**src/sv/dpp_pkg.sv**
```systemverilog
// Shared widths, register codes and defaults for the drift point to pad digitizer.
`timescale 1ns / 1ps
`default_nettype none
package dpp_pkg;
  localparam int XY_W            = 14;
  localparam int Z_W             = 15;
  localparam int E_W             = 24;
  localparam int PHI_W           = 24;
  localparam int SQ_IN_W         = 36;
  localparam int ROOT_W          = 18;
  localparam int CHAN_W          = 15;
  localparam int TDC_W           = 12;
  localparam int ADC_W           = 16;
  localparam int NPT_W           = 10;
  localparam int TZ_W            = 12;
  localparam int GAIN_W          = 8;
  localparam int CFG_IDX_W       = 2;
  localparam int CFG_DATA_W      = 12;
  localparam int PAD_COLUMNS_DEF = 100;

  typedef enum logic [CFG_IDX_W-1:0] {
    CFG_TIC_PERIOD = 2'd0,
    CFG_TIME_ZERO  = 2'd1,
    CFG_ADC_GAIN   = 2'd2
  } cfg_idx_t;
endpackage
`default_nettype wire

```
**src/sv/dpp_cordic.sv**
```systemverilog
// Pipelined 16-step vectoring CORDIC giving the azimuth in Q24 turns.
`timescale 1ns / 1ps
`default_nettype none
module dpp_cordic import dpp_pkg::*; (
  input  logic                   clk,
  input  logic signed [XY_W-1:0] in_x,
  input  logic signed [XY_W-1:0] in_y,
  output logic [PHI_W-1:0]       out_phi
);
  localparam int STEPS = 16;
  localparam int CW    = XY_W + 16 + 4;
  localparam int ANG_W = PHI_W + 2;
  localparam logic [21:0] ATAN_Q24 [STEPS] = '{
    22'd2097152, 22'd1238021, 22'd654136, 22'd332050, 22'd166669, 22'd83416,
    22'd41718, 22'd20860, 22'd10430, 22'd5215, 22'd2608, 22'd1304, 22'd652,
    22'd326, 22'd163, 22'd81
  };
  localparam logic [ANG_W-1:0] HALF_TURN = ANG_W'(1) << (PHI_W - 1);

  logic signed [CW-1:0]    cx_r   [STEPS+1];
  logic signed [CW-1:0]    cy_r   [STEPS+1];
  logic signed [ANG_W-1:0] z_r    [STEPS+1];
  logic                    zero_r [STEPS+1];

  logic signed [CW-1:0] x_ext;
  logic signed [CW-1:0] y_ext;
  logic                 x_neg;

  assign x_ext = {{(CW-XY_W-16){in_x[XY_W-1]}}, in_x, 16'd0};
  assign y_ext = {{(CW-XY_W-16){in_y[XY_W-1]}}, in_y, 16'd0};
  assign x_neg = in_x[XY_W-1];

  always_ff @(posedge clk) begin
    cx_r[0]   <= x_neg ? -x_ext : x_ext;
    cy_r[0]   <= x_neg ? -y_ext : y_ext;
    z_r[0]    <= x_neg ? $signed(HALF_TURN) : '0;
    zero_r[0] <= (in_x == '0) && (in_y == '0);
  end

  for (genvar i = 0; i < STEPS; i++) begin : g_iter
    always_ff @(posedge clk) begin
      if (!cy_r[i][CW-1]) begin
        cx_r[i+1] <= cx_r[i] + (cy_r[i] >>> i);
        cy_r[i+1] <= cy_r[i] - (cx_r[i] >>> i);
        z_r[i+1]  <= z_r[i] + $signed(ANG_W'(ATAN_Q24[i]));
      end else begin
        cx_r[i+1] <= cx_r[i] - (cy_r[i] >>> i);
        cy_r[i+1] <= cy_r[i] + (cx_r[i] >>> i);
        z_r[i+1]  <= z_r[i] - $signed(ANG_W'(ATAN_Q24[i]));
      end
      zero_r[i+1] <= zero_r[i];
    end
  end

  assign out_phi = zero_r[STEPS] ? '0 : z_r[STEPS][PHI_W-1:0];
endmodule
`default_nettype wire
```
**config.mk**
```make
export PLATFORM = sky130hd
export DESIGN_NAME = dpp_cordic
export DESIGN_NICKNAME = d
export VERILOG_FILES = /design/src/sv/dpp_pkg.sv /design/src/sv/dpp_cordic.sv
export SDC_FILE = /design/constraint.sdc
export NUM_CORES = 2
export LEC_CHECK = 0
export BUFFER_PORTS_ARGS = -buffer_cell sky130_fd_sc_hd__buf_2
export CORE_MARGIN = 5
export CORE_UTILIZATION = 25
export DETAILED_ROUTE_END_ITERATION = 6
export SLEW_MARGIN = 25
export SYNTH_ARGS = -nofsm -noshare
export SYNTH_HDL_FRONTEND = slang
export SYNTH_SLANG_ARGS = --single-unit
```
**constraint.sdc**
```tcl
create_clock -name clk -period 4.5 [get_ports clk]
set_input_delay 0.675 -clock clk [delete_from_list [all_inputs] [get_ports clk]]
set_output_delay 0.675 -clock clk [all_outputs]
set_load 0.01 [all_outputs]
```
==> results.txt <==
end of the worst register-to-register path: cy_r[9][33]
reg-to-reg slack, setup: 260 ps
max-slew violations: 0
predominant post-synthesis flop cell: dfxtp_1
most common cell in the netlist: dfxtp_1
Initial Util: 25.1%
first-pass GRT wire length: 366 mm
Synth area leader: dfxtp_1
setup slack after layout: 261 ps
Die ar.: 0.364 mm2
cell count after synthesis: 10,500
period utilization: 94.2%
synthesized area: 0.0880 mm2
Via density: 4.70
CP arrival: 4970 ps
vias in the first global route: 70,200
status: completed
Avg Cell Area, Syn: 8.41 um2
Root Buffer: clkbuf_16
EDFF count, synth: 0
critical hold path startpoint: in_x[0]
fillcell total: 37,400
initial detailed-routing violation count: 3,968
Synth Area in Simple Gates: 15.9%
commonest cells in the netlist: dfxtp_1 (1,193), ha_1 (1,135), a21oi_1 (1,083)
Multi-input gate area: 0.0620 mm2
initial antenna violation count: 2
hold depth: 1
WP data required: 5230 ps
TritonCTS Sinks: 1,193
Cell variety after synth: 106
IO Count: 53
crit path kind: flip-flop to flip-flop
Startpoint Class: flip-flop
layout cells sized above 1: 7.63%
FP Rows: 217
FMAX: 236 MHz
area grow syn2layout: 14.9%
Area contributors post-synth: dfxtp_1 (27%), ha_1 (16%), xnor2_1 (10%)
HP Class: input pin to flip-flop
Synth Warn #: 0
Hold Path Sink: cx_r[0][16]
Seq/Total Area, Yosys: 27.1%
min Tclk post-route: 4240 ps
asr flop ratio synth: 0%
post-route antenna net violation count: 0
Wirelength per Cell: 14.7 um
final layout net count: 12,000
Synth Area in XOR/XNOR: 15.4%
R2R depth: 18
worst-case clock buffer depth: 4
GRT Total Usage: 12.0%
core area: 0.350 mm2
CTS buffer count: 148
RePlAce Congestion: 0.914
post-synthesis mux area share: 0.756%
FF-to-FF Start: cx_r[8][12]
Synth top area share: 27.1%
CTS tree: built
IO buf count: 52
# DRC: 0
Die Y-Extent: 603 um
Post-DP HPWL: 187 mm
Worst-Skew Late Latency: 830 ps
adder-cell share of the synthesized area: 16.9%
Via Count: 73,100
htree depth: 4
Detailed Route WL: 228 mm
Final Hold Vio Count: 0
crit end category: flip-flop
crit-path max FO: 4
DRT Pass-1 Iters: 6
register area: 0.0239 mm2
Yosys reg bits: 1,193
grt total ovfl: 0
Die X: 603 um
Rel. slew slack: 38.3%
count of final setup violators: 0
dominant combinational cell family by area after synthesis: compound AO/OA/AOI/OAI gates
clk_skew: 98.4 ps
Place WS: -322 ps
Clock Pin Slew Worst Setup and Hold Paths: 60 ps
max_cap viols: 0
complex-gate fraction of the synthesized area: 21.0%
actual slew at the worst max-slew pin: 924 ps
pin count of the biggest net entering global routing: 57
how the worst max path moves through the flow:
stage                         to          from  cells past startpoint
global placement    cx_r[13][32]  cy_r[12][24]                     16
finish               cy_r[9][33]   cx_r[8][12]                     18
floorplan            cy_r[5][33]   cx_r[4][15]                     17
global route        cx_r[14][33]  cy_r[13][17]                     19
detailed placement  cx_r[13][32]  cy_r[12][24]                     16
CTS                  cy_r[5][33]   cx_r[4][15]                     17
per-layer routing:
metal,GRT usage [%],up-vias,share of wire (%)
li1,-,38100,-
met1,14.2,33400,43
met2,21.9,1144,49
met3,1.41,417,3.0
met4,4.63,0,4.1
met5,0,-,0
state kept, by name (all words and copies together) (netlist names):
signal  flops
cx_r      413
zero_r     17
cy_r      434
z_r       329
cell usage in the layout, fill, tap and decap left out, drive strengths merged, types with 26 or more instances in the layout:
cell       n
o41ai     46
fa        35
nor3     307
o31ai     56
and3      72
a211o     34
o21a     121
xnor2   1028
nand2    542
and2      81
mux2i     26
a21oi   1083
a21boi    37
a21o     425
or2       38
a31o      29
xor2     520
or4       34
or3       79
buf      395
nand3    169
nor2b    169
clkbuf   204
o211ai    38
mux2      36
nand2b   169
nor2     995
dfxtp   1193
clkinv    29
a31oi    127
nand4     80
inv      502
a211oi    77
o21ai    476
o21bai   148
nor4      87
ha      1135
kinds of logic (layout without fill, tap and decap cells):
kind of cell    after synthesis  count (layout)
compound gates             2919            2919
xor+xnor                   1548            1548
fa+ha+maj                  1170            1170
buf+inv                     672            1148
flops                      1193            1193
mux                          62              62
other cells                   1               5
simple gates               2903            2903
metrics by stage:
stage / util [%] / hold slack [ps] / area [um2] / setup TNS [ps] / cells
2_1_floorplan: - / 310 / 88000 / 0 / 10500
3_3_place_gp: 27.4 / 311 / 96000 / -1760 / 15300
3_5_place_dp: 27.4 / 312 / 96000 / -1820 / 15300
4_1_cts: 28.8 / 7.94 / 101000 / 0 / 15500
5_1_grt: 28.9 / 15.9 / 101000 / -61.9 / 15500
6_report: 28.9 / 72.9 / 101000 / 0 / 15500
critical path, stage by stage (launching register included):
cell	delay [ps]
dfxtp_1	330
or3_1	440
nor3b_2	270
nand2_1	180
nor4_2	280
buf_4	190
a21oi_1	70
xor2_1	160
ha_1	350
a21oi_1	210
o21bai_1	80
a221o_1	350
a31oi_2	210
o21ai_1	160
a311oi_1	320
buf_4	170
o21ai_0	90
a21oi_1	190
xnor2_1	130
area by class of cell:
class | instances | area share (%)
Antenna cell | 1 | 0.00247
Sequential cell | 1193 | 23.6
Tap cell | 4599 | 5.69
Multi-Input combinational cell | 8606 | 61.3
Timing Repair Buffer | 396 | 2.85
Clock inverter | 44 | 0.478
Clock buffer | 204 | 4.18
Inverter | 504 | 1.87
timing repair:
| action | in CTS | in global routing |
|---|---|---|
| buffers inserted | 0 | 1 |
| pin swaps | 0 | 6 |
| endpoints found under the setup margin | 11 | 77 |
| gates resized for setup | 7 | 77 |
| hold buffers | 1 | 0 |
| endpoints found under the hold margin | 1 | 0 |
Power is not shown: default switching activity piles up to over one toggle a cycle in this logic, so the estimate is an artifact.
