[src/sv/dpp_pkg.sv]
// Shared widths, register codes and defaults for the drift point to pad digitizer.
`timescale 1ns / 1ps
`default_nettype none
package dpp_pkg;
  localparam int XY_W            = 14;
  localparam int Z_W             = 15;
  localparam int E_W             = 24;
  localparam int PHI_W           = 24;
  localparam int SQ_IN_W         = 36;
  localparam int ROOT_W          = 18;
  localparam int CHAN_W          = 15;
  localparam int TDC_W           = 12;
  localparam int ADC_W           = 16;
  localparam int NPT_W           = 10;
  localparam int TZ_W            = 12;
  localparam int GAIN_W          = 8;
  localparam int CFG_IDX_W       = 2;
  localparam int CFG_DATA_W      = 12;
  localparam int PAD_COLUMNS_DEF = 100;

  typedef enum logic [CFG_IDX_W-1:0] {
    CFG_TIC_PERIOD = 2'd0,
    CFG_TIME_ZERO  = 2'd1,
    CFG_ADC_GAIN   = 2'd2
  } cfg_idx_t;
endpackage
`default_nettype wire

[src/sv/dpp_isqrt.sv]
// Pipelined digit-by-digit integer square root, one root bit per stage.
`timescale 1ns / 1ps
`default_nettype none
module dpp_isqrt import dpp_pkg::*; (
  input  logic                 clk,
  input  logic [SQ_IN_W-1:0]   in_val,
  output logic [ROOT_W-1:0]    out_root
);
  localparam int STEPS = ROOT_W;
  localparam int REM_W = ROOT_W + 2;

  logic [REM_W-1:0]   rem_r  [STEPS];
  logic [ROOT_W-1:0]  root_r [STEPS];
  logic [SQ_IN_W-1:0] val_r  [STEPS];

  for (genvar k = 0; k < STEPS; k++) begin : g_step
    logic [REM_W-1:0]   rem_in;
    logic [ROOT_W-1:0]  root_in;
    logic [SQ_IN_W-1:0] val_in;
    logic [REM_W+1:0]   rem_t;
    logic [REM_W+1:0]   trial;
    logic               ge;

    if (k == 0) begin : g_first
      assign rem_in  = '0;
      assign root_in = '0;
      assign val_in  = in_val;
    end else begin : g_next
      assign rem_in  = rem_r[k-1];
      assign root_in = root_r[k-1];
      assign val_in  = val_r[k-1];
    end

    assign rem_t = {rem_in, val_in[SQ_IN_W-1 -: 2]};
    assign trial = {2'b00, root_in, 2'b01};
    assign ge    = (rem_t >= trial);

    always_ff @(posedge clk) begin
      rem_r[k]  <= ge ? REM_W'(rem_t - trial) : REM_W'(rem_t);
      root_r[k] <= {root_in[ROOT_W-2:0], ge};
      val_r[k]  <= {val_in[SQ_IN_W-3:0], 2'b00};
    end
  end

  assign out_root = root_r[STEPS-1];
endmodule
`default_nettype wire

[config.mk]
export PLATFORM = sky130hd
export DESIGN_NAME = dpp_isqrt
export DESIGN_NICKNAME = d
export VERILOG_FILES = /design/src/sv/dpp_pkg.sv /design/src/sv/dpp_isqrt.sv
export SDC_FILE = /design/constraint.sdc
export NUM_CORES = 1
export LEC_CHECK = 0
export ABC_AREA = 1
export BUFFER_PORTS_ARGS = -buffer_cell sky130_fd_sc_hd__buf_2
export CORE_ASPECT_RATIO = 1.1
export CORE_MARGIN = 4
export CORE_UTILIZATION = 53
export DETAILED_ROUTE_END_ITERATION = 8
export PLACE_DENSITY = 0.71
export RECOVER_POWER = 25
export SLEW_MARGIN = 5
export SYNTH_ARGS = -nofsm -noshare
export SYNTH_HDL_FRONTEND = slang
export SYNTH_SLANG_ARGS = --single-unit
export TNS_END_PERCENT = 50
[constraint.sdc]
create_clock -name clk -period 2.2 [get_ports clk]
set_input_delay 0.55 -clock clk [delete_from_list [all_inputs] [get_ports clk]]
set_output_delay 0.55 -clock clk [all_outputs]
set_load 0.03 [all_outputs]
==> results.yml, run 1 <==
outcome:
  status: "completed"
global_routing:
  grt.overflow.total: 0
  grt_pass1_wl_mm: 124
  grt_pass1_vias: 25800
  antenna_found_initial: 1
  grt_usage: 0.220
  grt_max_degree: 28
final_layout:
  final_cell_mix: "1323 x nand2_1, 793 x dfxtp_1, 661 x inv_1, 371 x nor2_1, 215 x nand3_1"
  syn2layout_area_growth_pct: 12.9
  drive_above_1_share: 0.0942
  final_util: 0.603
  diodes: 0
  fill_cells: 5759
  fin_area_um2: 38300
  final_common_cell: "nand2_1"
  fin_cells: 5468
  final_nets: 4790
timing:
  hold_violations: 0
  worst_slack_ns: 0.155
  fmax_ghz: 0.489
  period_share: 0.930
  skew_ns: 0.0264
  rsz0062_at_grt: "true"
  min_period_ns: 2.05
  finalSetupViolations: 0
  drv_slew: 0
drt:
  drc_errors: 0
  avgRoutedWirePerCell_um: 13.9
  vias: 26600
  drt_iter0_markers: 1467
  ant_nets: 0
  dr.pass1.iters: 7
  viasPerCell: 4.87
  routed_wl_mm: 75.9
min_path:
  hold_depth: 1
  min_to: "val_r[0][6]"
  hp-start: "in_val[6]"
  hold_path.class: "in2reg"
yosys:
  synth_top_family_by_area: "simple AND/OR/NAND/NOR gates"
  synthAdderAreaFrac: 0.0700
  synth-simple-area-share: 0.274
  synth-warning-count: 0
  synth-xor-area-share: 0.0377
  async_flop_share: 0
  synth_top_cell_area_share: 0.468
  synth-compound-area-share: 0.0629
  syn_inst: 4400
  syn_nets: 4627
  ys_seq_area_frac: 0.468
  yosys-top-cells-area: "dfxtp_1 47%, nand2_1 15%, inv_1 7.3%"
  syn-cell-area_um2: 34000
  synth_area_leader_cell: "dfxtp_1"
  synth-seq-cells: 794
  post_synth_mux_area_share: 0
  synth_ff_type: "dfxtp_1"
  synth_area_per_cell_um2: 7.72
  synth_edf_count: 0
  yosys.cell_types.count: 54
clock_tree:
  clk_pin_slew_ns: 0.06
  ctsHtreeMaxLevel: 3
  cts_buffers: 79
  postCtsSetupBuffers: 0
  clock_sinks: 794
  clk_path_buf_depth: 3
  clock_latency_ns: 0.63
  cts_tree: "built"
  ctsRootBufferMaster: "clkbuf_16"
die:
  die_area_um2: 68200
  coreArea_um2: 63600
  chipWidth_um: 249
  die_y_um: 273
  rows: 97
  boundaryPins: 55
  initial_core_util: 0.534
pwr:
  power_mw: 43.8
  clockPowerShare: 0.312
  power_leakage_nw: 20.0
  p_sw_frac: 0.339
  p_int_mw: 29.0
  p_per_area_nw_per_um2: 1140
  p_sw_mw: 14.8
  seqPwrFrac: 0.436
  pwr-share-comb: 0.252
  vdd_drop_max_v: 0.000832
placed_design:
  post-place-ws_ns: 0.0579
  portBuffers: 54
  place_inst: 5294
  dpl-instance-area_um2: 35300
  globalplace.congestion: 0.930
  dp_hpwl_mm: 59.1
worst_setup_path:
  worstSetupStartpointType: "flop"
  cp_max_fo: 6
  cp-end-kind: "flop"
  critPathArrivalTime_ns: 2.55
  critPathRequiredTime_ns: 2.70
  worst-setup-path-type: "reg2reg"
  rrSetupSlack_ns: 0.15
  rr_worst_depth: 12
  r2r_start: "root_r[11][9]"
  r2r-end: "rem_r[12][12]"
job:
  maxCapViolCount: 0
[synthesized netlist by cell type, types with 5 or more instances]
master / number
inv_2: 31
inv_1: 661
nor2_4: 9
a21oi_1: 163
buf_8: 5
buf_2: 5
buf_6: 11
nor3_2: 8
nand3_1: 215
a21oi_2: 30
o21ai_2: 30
nand4_1: 53
nand2_1: 1323
ha_1: 190
nand3b_1: 43
buf_4: 10
nor2_2: 20
dfxtp_1: 794
nand2_2: 53
xnor2_1: 68
nand3_2: 6
o21ai_1: 57
nor2_1: 371
nor3_1: 38
nand2_4: 12
xor2_1: 78
o21ai_0: 66
[kinds of logic (layout without fill, tap and decap cells)]
family	count (synthesis)	count (layout)
AO/OA/AOI/OAI	365	365
XOR/XNOR	146	146
adder cells (fa/ha/maj)	190	190
buffers and inverters	730	957
flip-flops	794	794
other	1	1
AND/OR/NAND/NOR	2174	2174
[cell type report]
type | count | area (um^2) | share of cell area
multi-input cells | 2876 | 15200 | 0.395
well taps | 841 | 1050 | 0.0274
flip-flops and latches | 794 | 15900 | 0.415
clock inverters | 40 | 513 | 0.0134
clock buffers | 105 | 2210 | 0.0578
inverters | 697 | 2640 | 0.0690
repair buffers | 115 | 871 | 0.0227
[sequential cells by signal, summed over array words and instances, names as in the netlist]
name	count
val_r	306
root_r	171
rem_r	317
[repair_timing]
item	CTS	global route
endpoints found under the setup margin	0	57
hold endpoints to repair	29	0
hold buffers	29	0
resized for setup	0	17
[metal layers]
layer | up-vias | track usage | routed length, um
met5 | - | 0 | 0
met4 | 0 | 0.0900 | 2880
met3 | 180 | 0.0284 | 2910
met2 | 562 | 0.406 | 37800
met1 | 11900 | 0.258 | 32300
li1 | 14000 | - | -
[how the worst max path moves through the flow]
stage	to	startpoint	slack (ns)	cells after the start
global route	rem_r[3][4]	root_r[2][0]	-0.02	10
detailed placement	rem_r[16][11]	root_r[15][11]	0.06	11
global placement	rem_r[16][11]	root_r[15][11]	0.05	11
finish	rem_r[12][12]	root_r[11][9]	0.15	12
floorplan	rem_r[15][17]	rem_r[14][11]	0.47	10
CTS	rem_r[11][8]	root_r[10][6]	0.03	11
[per-stage QoR]
| step | hold slack, ns | TNS (ns) |
|---|---|---|
| floorplan | 0.310 | 0 |
| finish | 0.0334 | 0 |
| global route | 0.0114 | -0.0305 |
| CTS | 0.00312 | 0 |
| detailed placement | 0.312 | 0 |
| global placement | 0.310 | 0 |
[worst max-delay path, stage by stage, from the launching register on]
cell and delay (ns):
dfxtp_1 0.43, inv_1 0.08, ha_1 0.39, nand2_1 0.09
nor2_1 0.21, nand2_1 0.11, inv_1 0.07, nand2_1 0.05
nand2_1 0.12, nor2_4 0.08, buf_4 0.16, nand2_1 0.06
nand2_1 0.06
[power by group through the flow]
stage / Combinational [mW] / Clock, mW / Sequential [mW]
after floorplan: 8.55 / 0 / 18.5
after global placement: 10.7 / 0 / 19.4
after detailed placement: 10.9 / 0 / 19.4
after CTS: 11.0 / 14.0 / 19.1
after global routing: 12.6 / 14.6 / 19.4
final: 11.0 / 13.7 / 19.1
(Power assumes the default switching activity.)
==> inputs of run 2 (changes only) <==
- clock period: 2.2 -> 2.6 ns (I/O delays scaled with it)
==> run 2 against run 1 <==
Net effect: global-route usage grew 0.15 points; sequential power is 16% lower; cell count down 0.91%; critical path type unchanged; critical endpoint is now rem_r[13][11].
==> results.yml, run 2 (synthesized netlist as in run 1, its figures left out) <==
final_layout:
  drive_above_1_share: 0.0894
  biggestRegsByFlops: "rem_r x317, val_r x306, root_r x171"
  diodes: 0
  syn2layout_area_growth_pct: 11.6
  fill_cells: 5845
  largest_register: "rem_r"
  largest_reg_flops: 317
  fin_area_um2: 37900
  final_cell_mix: "1323 x nand2_1, 794 x dfxtp_1, 661 x inv_1, 371 x nor2_1, 215 x nand3_1"
  final_common_cell: "nand2_1"
  final_nets: 4740
timing:
  tns_ns: 0
  period_share: 0.895
  fmax_ghz: 0.430
  rsz0062_at_grt: "false"
  skew_ns: 0.0273
  hold_violations: 0
  finalSetupViolations: 0
  max_slew_margin: 0.611
  drv_slew: 0
  min_period_ns: 2.33
  worst_pin_slew_ns: 0.582
die:
  chipWidth_um: 249
  die_y_um: 273
  boundaryPins: 55
  die_area_um2: 68200
  initial_core_util: 0.534
  coreArea_um2: 63600
  rows: 97
clock_tree:
  clock_sinks: 794
  clk_path_buf_depth: 3
  clock_latency_ns: 0.64
  ctsHtreeMaxLevel: 3
  cts_tree: "built"
  ctsRootBufferMaster: "clkbuf_16"
  cts.repair.resized: 0
  cts_buffers: 79
  clk_pin_slew_ns: 0.06
  postCtsHoldBufs: 0
  postCtsSetupBuffers: 0
placed_design:
  portBuffers: 54
  dpl-instance-area_um2: 35000
  dp_hpwl_mm: 59.6
  globalplace.congestion: 0.910
pwr:
  seqPwrFrac: 0.431
  pwr-share-comb: 0.246
  power_leakage_nw: 19.8
  clockPowerShare: 0.322
  p_int_mw: 24.8
  vdd_drop_max_v: 0.000720
  p_per_area_nw_per_um2: 987
  p_sw_mw: 12.6
  p_sw_frac: 0.337
worst_setup_path:
  cpMaxStageDelayCell: "dfxtp_1"
  rrSetupSlack_ns: 0.27
  cp-end-kind: "flop"
  critPathRequiredTime_ns: 3.17
  critPathBufInv: 4
  critical_path.top_delay_family: "simple AND/OR/NAND/NOR gates"
  critPathArrivalTime_ns: 2.90
  worst-setup-path-type: "reg2reg"
  crit_chain: "inv_1 -> ha_1 -> nand2_1 -> inv_2 -> nand2_2 -> inv_1 -> a21oi_2 -> nand2_1 -> nand2_1 -> nand2_2 -> inv_2 -> nand2_1 -> nand2_1"
  worstSetupStartpointType: "flop"
  cp_max_fo: 17
  max_stage_delay_ns: 0.42
  timing.critical_path.mode_cell: "nand2_1"
global_routing:
  grt.overflow.total: 0
  grt_usage: 0.221
  grt_max_degree: 28
  grt_pass1_vias: 25700
  antenna_found_initial: 0
  grt_pass1_wl_mm: 124
drt:
  drt_iter0_markers: 1456
  ant_nets: 0
  avgRoutedWirePerCell_um: 14.1
  drc_errors: 0
  viasPerCell: 4.87
  vias: 26400
  dr.pass1.iters: 5
  routed_wl_mm: 76.2
job:
  maxCapViolCount: 0
min_path:
  hold_path.class: "in2reg"
outcome:
  status: "completed"
run 2: cell types whose count changed in the layout (fill, tap and decap cells not counted), sizes merged:
| cell | before | now |
|---|---|---|
| dlygate4sd3 | 29 | 0 |
| buf | 83 | 61 |
| clkinv | 32 | 19 |
| inv | 697 | 703 |
| bufinv | 6 | 9 |
| clkinvlp | 2 | 5 |
| clkbuf | 108 | 110 |
run 2: path summary, 6_finish.rpt:
path                 startpoint  cells past startpoint       endpoint
hold reg to reg    val_r[1][14]                      0   val_r[2][16]
setup reg to reg  root_r[12][8]                     13  rem_r[13][11]
hold / removal       in_val[22]                      1   val_r[0][22]
setup / recovery  root_r[12][8]                     13  rem_r[13][11]
run 2: through the flow:
step                      worst slack [ns]  utilization  instances  total power, mW  hold slack [ns]
after floorplan                      0.868            -       4400             22.9            0.310
after global placement               0.300        0.551       5273             25.4            0.309
after detailed placement             0.292        0.551       5273             25.5            0.312
after CTS                            0.274        0.596       5418             37.7           0.0619
after global routing                0.0826        0.596       5418             39.7           0.0792
final                                0.274        0.596       5418             37.4            0.103
run 2: power by group through the flow:
stage,Combinational [mW],Clock (mW),Sequential [mW]
after floorplan,7.24,0,15.7
after global placement,9.07,0,16.4
after detailed placement,9.17,0,16.4
after CTS,9.23,12.3,16.1
after global routing,10.5,12.8,16.3
final,9.20,12.0,16.1
run 2: routing by layer:
| metal | wire length [um] | global-route usage | part of all wire | up-vias |
|---|---|---|---|---|
| li1 | - | - | - | 13900 |
| met1 | 31700 | 0.258 | 0.42 | 11800 |
| met2 | 38700 | 0.415 | 0.51 | 494 |
| met3 | 3060 | 0.0278 | 0.040 | 176 |
| met4 | 2680 | 0.0843 | 0.035 | 0 |
| met5 | 0 | 0 | 0 | - |
run 2: layout make-up:
| type | instances | area [um^2] | share of cell area |
|---|---|---|---|
| tap | 841 | 1050 | 0.0278 |
| multi-input combinational | 2876 | 15100 | 0.399 |
| timing repair buffer | 65 | 348 | 0.00918 |
| clock buffer | 106 | 2230 | 0.0588 |
| sequential | 794 | 15900 | 0.420 |
| inverter | 697 | 2630 | 0.0694 |
| clock inverter | 39 | 618 | 0.0163 |
==> inputs of run 3 (changes only) <==
- CTS_BUF_LIST: not set -> sky130_fd_sc_hd__clkbuf_16
==> run 3 against run 2 <==
Net effect: non-clock buffer count did not move; global-route usage barely moved; die area did not move; largest cell class unchanged; largest power group unchanged.
==> results.yml, run 3 (synthesized netlist as in run 1, its figures left out) <==
outcome:
  status: "completed"
die:
  boundaryPins: 55
  rows: 97
  die_area_um2: 68200
  initial_core_util: 0.534
  die_y_um: 273
  chipWidth_um: 249
  coreArea_um2: 63600
global_routing:
  antenna_found_initial: 0
  grt_usage: 0.221
  grt_max_degree: 28
  grt_pass1_wl_mm: 124
  grt.overflow.total: 0
  grt_pass1_vias: 25700
final_layout:
  final_nets: 4740
  drive_above_1_share: 0.0861
  final_util: 0.593
  multiInputGateArea_um2: 15100
  regArea_um2: 15900
  largest_reg_flops: 317
  diodes: 0
  biggestRegsByFlops: "rem_r x317, val_r x306, root_r x171"
  largest_register: "rem_r"
  final_cell_mix: "1323 x nand2_1, 794 x dfxtp_1, 673 x inv_1, 371 x nor2_1, 215 x nand3_1"
  fill_cells: 5881
  syn2layout_area_growth_pct: 11.1
  final_common_cell: "nand2_1"
drt:
  routed_wl_mm: 76.3
  dr.pass1.iters: 6
  top_layer: "met4"
  drc_errors: 0
  met2_length_mm: 38.8
  dr_wl_met3_mm: 2.86
  viasPerCell: 4.86
  drt_iter0_markers: 1365
  ant_nets: 0
  wl_met1_mm: 32.1
  avgRoutedWirePerCell_um: 14.1
  vias: 26300
clock_tree:
  clk_pin_slew_ns: 0.06
  postCtsSetupBuffers: 0
  clk_path_buf_depth: 3
  cts.repair.resized: 0
  cts_buffers: 79
  postCtsHoldBufs: 0
  clock_sinks: 794
  clock_latency_ns: 0.64
  ctsRootBufferMaster: "clkbuf_16"
  ctsHtreeMaxLevel: 3
  cts_tree: "built"
pwr:
  p_per_area_nw_per_um2: 977
  power_leakage_nw: 19.8
  power_mw: 36.9
  vdd_drop_max_v: 0.000719
timing:
  timing.hold.ws_ns: 0.103
  worst_pin_slew_ns: 0.579
  drv_slew: 0
  period_share: 0.897
  max_slew_margin: 0.613
  hold_violations: 0
  finalSetupViolations: 0
  rsz0062_at_grt: "false"
  skew_ns: 0.0286
  tns_ns: 0
  fmax_ghz: 0.429
  min_period_ns: 2.33
worst_setup_path:
  rrSetupSlack_ns: 0.27
  critPathRequiredTime_ns: 3.17
  worst-setup-path-type: "reg2reg"
  cp-end-kind: "flop"
  worstSetupStartpointType: "flop"
  critPathArrivalTime_ns: 2.90
  cp_max_fo: 17
placed_design:
  portBuffers: 54
  globalplace.congestion: 0.910
  dp_hpwl_mm: 59.6
min_path:
  hold_path.class: "in2reg"
job:
  maxCapViolCount: 0
## run 3: per-stage QoR
step | instances | area (um^2) | worst slack, ns
2_1_floorplan | 4400 | 34000 | 0.868
3_3_place_gp | 5273 | 35000 | 0.300
3_5_place_dp | 5273 | 35000 | 0.292
4_1_cts | 5418 | 37700 | 0.274
5_1_grt | 5418 | 37700 | 0.0671
6_report | 5418 | 37700 | 0.269
## run 3: layout make-up
| class | count | area share |
|---|---|---|
| multi-input combinational | 2876 | 0.400 |
| tap | 841 | 0.0279 |
| sequential | 794 | 0.421 |
| clock inverter | 66 | 0.0191 |
| timing repair buffer | 65 | 0.00922 |
| inverter | 697 | 0.0697 |
| clock buffer | 79 | 0.0524 |
## run 3: path summary, 6_finish.rpt
| check | to | start | cells past startpoint |
|---|---|---|---|
| hold reg to reg | val_r[2][16] | val_r[1][14] | 0 |
| hold / removal | val_r[0][22] | in_val[22] | 1 |
| setup / recovery | rem_r[13][11] | root_r[12][8] | 13 |
| setup reg to reg | rem_r[13][11] | root_r[12][8] | 13 |
## run 3: per-layer routing
metal,track usage,vias up
li1,-,13900
met1,0.257,11800
met2,0.416,472
met3,0.0276,168
met4,0.0840,0
met5,0,-
## run 3: where the power goes
part           leakage, nW  total (mW)  internal (mW)  switching, mW
Combinational         11.8        9.21           3.32           5.89
Sequential            6.65        16.1           14.4           1.75
Clock                 1.34        11.5           6.58           4.96
## run 3: critical path, cell delays in order, from the launching register on
cell and delay [ns]:
dfxtp_1 0.42, inv_1 0.07, ha_1 0.33, nand2_1 0.13
inv_2 0.05, nand2_2 0.09, inv_1 0.06, a21oi_2 0.14
nand2_1 0.08, nand2_1 0.07, nand2_2 0.20, inv_2 0.37
nand2_1 0.14, nand2_1 0.09
